==> src/rtl/core/ps2me_pkg.sv <==
`timescale 1ns / 1ps
// Shared constants for the PS/2 mouse packet event decoder.
// No dependencies.
package ps2me_pkg;

    // Packet byte phase
    localparam logic [1:0] PH_HEAD = 2'd0;
    localparam logic [1:0] PH_X    = 2'd1;
    localparam logic [1:0] PH_Y    = 2'd2;

    // Event kinds
    localparam logic [2:0] KIND_MOVE     = 3'd0;
    localparam logic [2:0] KIND_LEFT_DN  = 3'd1;
    localparam logic [2:0] KIND_LEFT_UP  = 3'd2;
    localparam logic [2:0] KIND_RIGHT_DN = 3'd3;
    localparam logic [2:0] KIND_RIGHT_UP = 3'd4;
    localparam logic [2:0] KIND_MID_DN   = 3'd5;
    localparam logic [2:0] KIND_MID_UP   = 3'd6;

    // Header bits
    localparam int HDR_SYNC   = 3;
    localparam int HDR_XSIGN  = 4;
    localparam int HDR_YSIGN  = 5;
    localparam int HDR_XOVF   = 6;
    localparam int HDR_YOVF   = 7;

    localparam int NUM_EVENTS = 4;  // move, left, right, middle

    typedef logic [NUM_EVENTS-1:0] ev_mask_t;

endpackage

==> src/rtl/core/ps2_mouse_packet_events.sv <==
`timescale 1ns / 1ps
// PS/2 mouse three-byte packet decoder: bytes in, move and button events out.
// Depends on ps2me_pkg.
//
//  channel | dir | tdata                                   | tuser          | tlast
//  s_      | in  | [7:0] data_byte, [15:8] free_slots      | -              | -
//  m_      | out | [8:0] delta_x, [18:9] delta_y, 0 pad    | [2:0] event_kind | last_event
//
// Header and X bytes are accepted back to back.
// A Y byte queues 0 to 4 events in a pending register; they leave one per
// cycle unless stalled; the next byte is accepted in the cycle the final event is taken.
// Back pressure on m_ holds the pending events and s_tready low.
// aresetn (synchronous) clears the phase, held buttons and pending events.
module ps2_mouse_packet_events
    import ps2me_pkg::*;
(
    input  logic        aclk,
    input  logic        aresetn,
    input  logic        s_tvalid,
    output logic        s_tready,
    input  logic [15:0] s_tdata,   // [7:0] data_byte, [15:8] free_slots
    output logic        m_tvalid,
    input  logic        m_tready,
    output logic [23:0] m_tdata,   // [8:0] delta_x, [18:9] delta_y, [23:19] zero
    output logic [2:0]  m_tuser,   // [2:0] event_kind
    output logic        m_tlast
);

    logic [1:0]        phase_reg, phase_next;
    logic [7:0]        header_reg, header_next;
    logic [7:0]        xbyte_reg, xbyte_next;
    logic [2:0]        buttons_reg, buttons_next;
    ev_mask_t          pend_reg, pend_next;
    logic [2:0]        btn_now_reg, btn_now_next;
    logic signed [8:0] dx_reg, dx_next;
    logic signed [9:0] dy_reg, dy_next;

    logic [7:0]        in_byte;
    logic [7:0]        in_slots;
    logic              s_accept;
    logic              m_accept;
    logic              drain_last;
    logic signed [8:0] dx_calc;
    logic signed [9:0] y_val;
    logic signed [9:0] dy_calc;
    ev_mask_t          ev_raw;
    ev_mask_t          ev_kept;
    logic [2:0]        ev_cnt;
    ev_mask_t          pend_low;
    ev_mask_t          pend_drained;

    assign in_byte  = s_tdata[7:0];
    assign in_slots = s_tdata[15:8];

    // ---------------------------------------------------------------
    // Output side: lowest pending event is presented
    // ---------------------------------------------------------------
    assign pend_low     = pend_reg & (~pend_reg + ev_mask_t'(1));
    assign m_tvalid     = |pend_reg;
    assign m_tlast      = $onehot(pend_reg);
    assign m_accept     = m_tvalid && m_tready;
    assign drain_last   = m_accept && m_tlast;
    assign pend_drained = m_accept ? (pend_reg & ~pend_low) : pend_reg;

    assign s_tready = (pend_reg == '0) || drain_last;
    assign s_accept = s_tvalid && s_tready;

    always_comb begin
        m_tuser = KIND_MOVE;
        m_tdata = '0;
        unique case (1'b1)
            pend_low[0]: begin
                m_tuser = KIND_MOVE;
                m_tdata = {5'd0, dy_reg, dx_reg};
            end
            pend_low[1]: m_tuser = btn_now_reg[0] ? KIND_LEFT_DN  : KIND_LEFT_UP;
            pend_low[2]: m_tuser = btn_now_reg[1] ? KIND_RIGHT_DN : KIND_RIGHT_UP;
            pend_low[3]: m_tuser = btn_now_reg[2] ? KIND_MID_DN   : KIND_MID_UP;
            default:     m_tuser = KIND_MOVE;
        endcase
    end

    // ---------------------------------------------------------------
    // Input side: one pass over the accepted byte
    // ---------------------------------------------------------------
    always_comb begin
        if (header_reg[HDR_XOVF]) begin
            dx_calc = '0;
        end else begin
            dx_calc = {header_reg[HDR_XSIGN], xbyte_reg};
        end
        y_val = {{2{header_reg[HDR_YSIGN]}}, in_byte};
        if (header_reg[HDR_YOVF]) begin
            dy_calc = '0;
        end else begin
            dy_calc = -y_val;
        end
    end

    // Keep only as many events as the consumer has room for
    always_comb begin
        ev_raw  = {header_reg[2:0] ^ buttons_reg, (dx_calc != '0) || (dy_calc != '0)};
        ev_kept = '0;
        ev_cnt  = '0;
        for (int i = 0; i < NUM_EVENTS; i++) begin
            if (ev_raw[i] && ({5'd0, ev_cnt} < in_slots)) begin
                ev_kept[i] = 1'b1;
                ev_cnt     = ev_cnt + 3'd1;
            end
        end
    end

    always_comb begin
        phase_next   = phase_reg;
        header_next  = header_reg;
        xbyte_next   = xbyte_reg;
        buttons_next = buttons_reg;
        pend_next    = pend_drained;
        btn_now_next = btn_now_reg;
        dx_next      = dx_reg;
        dy_next      = dy_reg;
        if (s_accept) begin
            unique case (phase_reg)
                PH_X: begin
                    xbyte_next = in_byte;
                    phase_next = PH_Y;
                end
                PH_Y: begin
                    phase_next = PH_HEAD;
                    if (in_slots != '0) begin
                        buttons_next = header_reg[2:0];
                        btn_now_next = header_reg[2:0];
                        pend_next    = ev_kept;
                        dx_next      = dx_calc;
                        dy_next      = dy_calc;
                    end
                end
                default: begin
                    // header byte; an unused phase code is treated the same
                    header_next = in_byte;
                    phase_next  = in_byte[HDR_SYNC] ? PH_X : PH_HEAD;
                end
            endcase
        end
    end

    always_ff @(posedge aclk) begin
        if (!aresetn) begin
            phase_reg   <= PH_HEAD;
            header_reg  <= '0;
            xbyte_reg   <= '0;
            buttons_reg <= '0;
            pend_reg    <= '0;
        end else begin
            phase_reg   <= phase_next;
            header_reg  <= header_next;
            xbyte_reg   <= xbyte_next;
            buttons_reg <= buttons_next;
            pend_reg    <= pend_next;
        end
    end

    always_ff @(posedge aclk) begin
        btn_now_reg <= btn_now_next;
        dx_reg      <= dx_next;
        dy_reg      <= dy_next;
    end

`ifndef SYNTH
    // Header and X bytes never leave an event behind
    a_no_event_after_x: assert property (@(posedge aclk) disable iff (!aresetn)
        (s_accept && phase_reg == PH_X) |=> !m_tvalid)
        else $error("event pending after X byte");

    // A packet with no free slots is dropped whole
    a_zero_slots_drop: assert property (@(posedge aclk) disable iff (!aresetn)
        (s_accept && phase_reg == PH_Y && in_slots == 8'd0)
            |=> ($stable(buttons_reg) && !m_tvalid))
        else $error("packet with no free slots changed state or emitted");

    // Button events carry no movement
    a_button_zero_delta: assert property (@(posedge aclk) disable iff (!aresetn)
        (m_tvalid && m_tuser != KIND_MOVE) |-> (m_tdata == 24'd0))
        else $error("button event with nonzero delta");
`endif

endmodule

==> config.mk <==
export PLATFORM = sky130hd
export DESIGN_NAME = ps2_mouse_packet_events
export DESIGN_NICKNAME = d
export VERILOG_FILES = /design/src/rtl/core/ps2me_pkg.sv /design/src/rtl/core/ps2_mouse_packet_events.sv
export SDC_FILE = /design/constraint.sdc
export NUM_CORES = 1
export LEC_CHECK = 0
export ABC_AREA = 1
export BUFFER_PORTS_ARGS = -buffer_cell sky130_fd_sc_hd__clkbuf_2
export CAP_MARGIN = 20
export CORE_MARGIN = 2
export CORE_UTILIZATION = 51
export CTS_BUF_LIST = sky130_fd_sc_hd__clkbuf_16
export CTS_CLUSTER_DIAMETER = 120
export DETAILED_ROUTE_END_ITERATION = 10
export HOLD_SLACK_MARGIN = 0.1
export PLACE_DENSITY = 0.77
export SYNTH_ARGS = -nofsm -noshare
export SYNTH_HDL_FRONTEND = slang
export SYNTH_SLANG_ARGS = --single-unit
==> constraint.sdc <==
create_clock -name aclk -period 4.4 [get_ports aclk]
set_clock_uncertainty 0.2 [all_clocks]
set_input_delay 0.88 -clock aclk [delete_from_list [all_inputs] [get_ports aclk]]
set_output_delay 0.88 -clock aclk [all_outputs]
set_load 0.05 [all_outputs]
==> results of run 1 <==
==> cell families after synthesis <==
| group | after synthesis | synth area share, % |
|---|---|---|
| flip-flops | 46 | 43.9 |
| AND/OR/NAND/NOR | 129 | 21.9 |
| XOR/XNOR | 2 | 0.674 |
| AO/OA/AOI/OAI | 57 | 12.2 |
| other | 1 | 0.144 |
| buffers and inverters | 88 | 14.1 |
| adder cells (fa/ha/maj) | 14 | 7.03 |
==> cell usage after synthesis (all sizes together) (2+ instances only) <==
cell type  instances
buf                8
clkbuf             3
edfxtp            22
inv               75
clkinv             2
xor2               2
ha                13
nand3             17
nor2              36
a21oi             24
o21ai             30
nand2             73
dfxtp             24
==> per-stage QoR <==
stage | utilization [%] | total power [W] | hold slack [ns]
3_5_place_dp | 59.3 | 0.00111 | 0.256
6_report | 62.2 | 0.00146 | 0.266
5_1_grt | 62.2 | 0.00155 | 0.291
3_3_place_gp | 59.3 | 0.00109 | 0.242
2_1_floorplan | - | 0.000990 | 0.230
4_1_cts | 62.2 | 0.00146 | 0.264
==> placed cells by master (no fill, tap or decap), types with 2 or more instances in the layout <==
cell type,count
a21oi_1,22
a21oi_2,2
clkbuf_16,5
clkbuf_2,44
clkinv_4,2
conb_1,5
dfxtp_1,24
edfxtp_1,22
ha_1,13
inv_1,73
inv_2,2
nand2_1,69
nand2_4,4
nand3_1,15
nand3_4,2
nor2_1,35
o21ai_0,28
xor2_1,2
==> power by group through the flow <==
stage	combinational [W]	clock [W]	sequential (W)
after CTS	0.000540	0.000364	0.000558
after global routing	0.000603	0.000382	0.000565
final	0.000539	0.000363	0.000558
after floorplan	0.000440	0	0.000550
after global placement	0.000522	0	0.000565
after detailed placement	0.000539	0	0.000567
==> what timing repair did <==
action	4_1_cts	5_1_grt
gates resized for setup	0	1
setup endpoints to repair	0	1
endpoints found under the hold margin	0	0
buffers inserted	0	0
==> critical path: cells and delay by family <==
kind | cells | cell delay [ns]
AND/OR/NAND/NOR | 20 | 1.63
adder cells (fa/ha/maj) | 4 | 1.03
buffers and inverters | 4 | 0.33
AO/OA/AOI/OAI | 2 | 0.10
==> final cells by class <==
type / count / area, um^2
fillers: 450 / 1820
flip-flops and latches: 46 / 1140
multi-input cells: 207 / 1110
inverters: 77 / 297
repair buffers: 45 / 228
clock buffers: 5 / 125
well taps: 67 / 83.8
clock inverters: 3 / 17.5
==> path summary, 6_finish.rpt <==
kind	end	depth (start not counted)	slack (ns)
max	pend_reg[3]	30	0.40
min	xbyte_reg[7]	2	0.27
max reg2reg	pend_reg[3]	26	0.99
min reg2reg	xbyte_reg[7]	2	0.27
==> layer usage <==
layer  vias to the layer above  part of all wire [%]
li1                       1128                     -
met1                       991                    48
met5                         -                     0
met3                         6                   5.2
met4                         0                   1.1
met2                        61                    46
==> flow_summary_export.csv, run 1 <==
group,metric,value,unit
clocking,htreeDepth,2,
sta,tns,0,ns
sta,hold_viol_final,0,
place,io_buffers,44,
die,die-height,75.4,um
synthesis,netlist_area,2600,um^2
worst_hold_path,worstHoldStart,"xbyte_reg[7]",
synthesis,synth_ff_type,"dfxtp_1",
power_and_ir_drop,p_leak,1.59,nW
sta,period_needed,4.00,ns
worst_setup_path,cp_common_cell,"nand2_1",
route,ant_nets,0,
route,drtIter0Drc,137,
grt,met2_usage,31.2,%
synthesis,synth_top_area_share,25.4,%
clocking,cts_buffer_depth,2,
place,placed_area,2860,um^2
worst_setup_path,critPathLaunchType,"input pin",
die,io_pins,50,
synthesis,yosysSeqAreaShare,43.9,%
grt,antenna_found_initial,0,
route,route.detailed.drc,0,
sta,min_period_over_period,90.9,%
synthesis,synthTopCellsByArea,"edfxtp_1 (25%), dfxtp_1 (18%), inv_1 (10%)",
power_and_ir_drop,p_seq_share,38.2,%
sta,fmax,250,MHz
grt,grt_busiest_layer,"met2",
power_and_ir_drop,power_frac_clock,24.8,%
grt,grt_pass1_wl,8.38,mm
sta,drv_slew,0,
die,floorplan.initialDensity,53.9,%
grt,grt_max_degree,28,
power_and_ir_drop,power.switching,0.000582,W
synthesis,avgSynthCellArea,7.71,um^2
sta,rsz0062_at_grt,"no",
finish,finalNonFillerCells,450,
synthesis,synth_top_cell_by_area,"edfxtp_1",
grt,grt_pass1_vias,1877,
grt,overflow,0,
power_and_ir_drop,switching_share,39.8,%
power_and_ir_drop,p_comb_share,36.9,%
die,coreArea,4820,um^2
clocking,path_clk_slew,0.06,ns
synthesis,synth-edff-count,22,
worst_setup_path,cp_slowest_stage_delay,0.29,ns
grt,grt.total_usage,19.6,%
place,place.gp.congestion,0.840,
finish,fin_nets,416,
finish,area_delta_synth_final,15.4,%
job,drv_cap,0,
worst_setup_path,critPathArrivalTime,3.97,ns
finish,drive_gt1_share,17.5,%
worst_setup_path,crit_path_end_kind,"flop",
synthesis,syn_inst,337,
place,placed_cells,442,
finish,fin_area,3000,um^2
worst_hold_path,min_path_type,"reg2reg",
clocking,tritoncts.num_buffers,5,
clocking,postCtsHoldBufs,0,
route,vias,2186,
worst_setup_path,startpoint,"s_tdata[0]",
worst_setup_path,crit_required,4.37,ns
run_status,status,"completed",
power_and_ir_drop,p_int,0.000879,W
clocking,clk_latency,0.28,ns
place,dp_slack,0.136,ns
finish,antenna_cells,0,
power_and_ir_drop,power_density,487,nW/um^2
clocking,root_buffer,"clkbuf_16",
sta,fin_ws,0.400,ns
route,routedWlPerCell,11.6,um
finish,largest_register_ffs,10,
worst_setup_path,crit_path_top_delay_cell,"ha_1",
worst_setup_path,path_max_fanout,5,
die,std_cell_rows,25,
die,dieArea,5680,um^2
worst_setup_path,reg2reg_from,"header_reg[6]",
die,die_w,75.4,um
synthesis,ys_warn_count,0,
route,wl,5.22,mm
route,drtPass1Iterations,4,
place,dpl.hpwl,4.05,mm
synthesis,synth_seq_cells,46,
worst_setup_path,crit_type,"in2reg",
synthesis,async_reset_ff_share,0,%
grt,grt_use_met3,4.10,%
clocking,clkSinkCount,46,
power_and_ir_drop,peakVddDrop,0.239,mV
clocking,cts_tree,"done",
sta,setup_viol,0,
grt,use_met1,27.2,%
route,vias_per_cell,4.86,
synthesis,yosysUniqueCellTypes,32,
Power figures use the tool's default switching activity.
==> run 2, diff against run 1 <==
Settings changed: MAX_ROUTING_LAYER set to met4.
==> flow_summary_export.csv, run 2 (synthesis gave the netlist of run 1 again) <==
group,metric,value,unit
run_status,status,"completed",
route,vias_per_cell,4.69,
grt,grt_pass1_vias,1863,
route,wl,5.03,mm
worst_setup_path,path_max_fanout,5,
finish,fin_nets,416,
finish,largest_register_ffs,10,
die,coreArea,4820,um^2
clocking,clkSinkCount,46,
die,io_pins,50,
route,drtIter0Drc,178,
place,io_buffers,44,
worst_hold_path,min_path_type,"reg2reg",
die,dieArea,5680,um^2
sta,drv_slew,0,
clocking,cts_tree,"done",
die,die-height,75.4,um
worst_setup_path,crit_type,"in2reg",
clocking,tritoncts.num_buffers,5,
route,wl_met3,227,um
grt,grt.total_usage,20.2,%
clocking,htreeDepth,2,
grt,grt_pass1_wl,8.37,mm
clocking,postCtsHoldBufs,0,
route,ant_nets,0,
job,drv_cap,0,
worst_setup_path,critPathLaunchType,"input pin",
clocking,path_clk_slew,0.06,ns
route,drt-met1-wl,2.46,mm
sta,fmax,255,MHz
sta,hold_viol_final,0,
clocking,root_buffer,"clkbuf_16",
grt,overflow,0,
grt,grt_max_degree,28,
worst_setup_path,cp_common_cell,"nand2_1",
route,vias,2112,
grt,antenna_found_initial,0,
sta,tns,0,ns
power_and_ir_drop,p_leak,1.58,nW
route,wl_met2,2.25,mm
clocking,cts_buffer_depth,2,
die,std_cell_rows,25,
finish,finalNonFillerCells,450,
route,routedWlPerCell,11.2,um
power_and_ir_drop,peakVddDrop,0.215,mV
finish,antenna_cells,0,
power_and_ir_drop,power_density,484,nW/um^2
sta,period_needed,3.92,ns
clocking,clk_latency,0.28,ns
route,route.detailed.drc,0,
worst_setup_path,crit_path_end_kind,"flop",
sta,min_period_over_period,89.1,%
die,die_w,75.4,um
place,placed_cells,442,
worst_setup_path,crit_required,4.42,ns
finish,final_cell_mix,"inv_1 (73), nand2_1 (69), clkbuf_2 (44), nor2_1 (35), o21ai_0 (29)",
place,place.gp.congestion,0.852,
die,floorplan.initialDensity,53.9,%
worst_setup_path,cp_slowest_stage_delay,0.28,ns
place,placed_area,2860,um^2
finish,layout_commonest_cell,"inv_1",
sta,rsz0062_at_grt,"no",
worst_setup_path,critPathArrivalTime,3.94,ns
worst_setup_path,crit_path_top_delay_cell,"ha_1",
finish,fin_util,62.3,%
finish,area_delta_synth_final,15.5,%
finish,drive_gt1_share,17.8,%
place,dpl.hpwl,3.89,mm
finish,fin_area,3000,um^2
sta,setup_viol,0,
route,top_layer,"met4",
route,drtPass1Iterations,4,
[run 2: final cells by class]
class | count | area (um^2)
clock buffers | 5 | 125
clock inverters | 3 | 12.5
fillers | 457 | 1820
inverters | 77 | 297
multi-input cells | 207 | 1110
flip-flops and latches | 46 | 1140
well taps | 67 | 83.8
repair buffers | 45 | 228
[run 2: power breakdown]
part | switching [W] | internal [W] | leakage [nW]
combinational | 0.000389 | 0.000153 | 1.11
sequential | 0.0000393 | 0.000518 | 0.398
clock | 0.000147 | 0.000205 | 0.0724
[run 2: metal layers]
layer | global-route usage, % | up-vias
met5 | - | -
met2 | 30.6 | 52
met3 | 3.97 | 9
met1 | 27.3 | 928
met4 | 7.02 | 0
li1 | - | 1123
[run 2: per-stage QoR]
| step | power (W) | hold WS, ns | setup WS [ns] |
|---|---|---|---|
| floorplan | 0.000990 | 0.230 | 0.627 |
| global placement | 0.00109 | 0.244 | 0.362 |
| detailed placement | 0.00110 | 0.247 | 0.184 |
| CTS | 0.00146 | 0.255 | 0.460 |
| global route | 0.00155 | 0.276 | 0.0159 |
| finish | 0.00145 | 0.257 | 0.480 |
[run 2: worst max-delay path: cells and delay by family]
family / cells / cell delay [ns]
AOI/OAI and AO/OA: 2 / 0.29
adders and majority gates: 4 / 0.98
buffers and inverters: 4 / 0.34
and+or+nand+nor: 19 / 1.44
[run 2: what timing repair did]
action / in CTS / in global routing
setup endpoints to repair: 0 / 1
resized for setup: 0 / 2
buffers inserted: 0 / 0
[run 2: path summary, 6_finish.rpt]
check                                   start           end  slack [ns]  cells past startpoint
worst max-delay path               s_tdata[0]   pend_reg[3]        0.48                     29
worst min-delay path             xbyte_reg[7]  xbyte_reg[7]        0.26                      2
worst max register to register  header_reg[6]   pend_reg[3]        0.97                     25
worst min register to register   xbyte_reg[7]  xbyte_reg[7]        0.26                      2
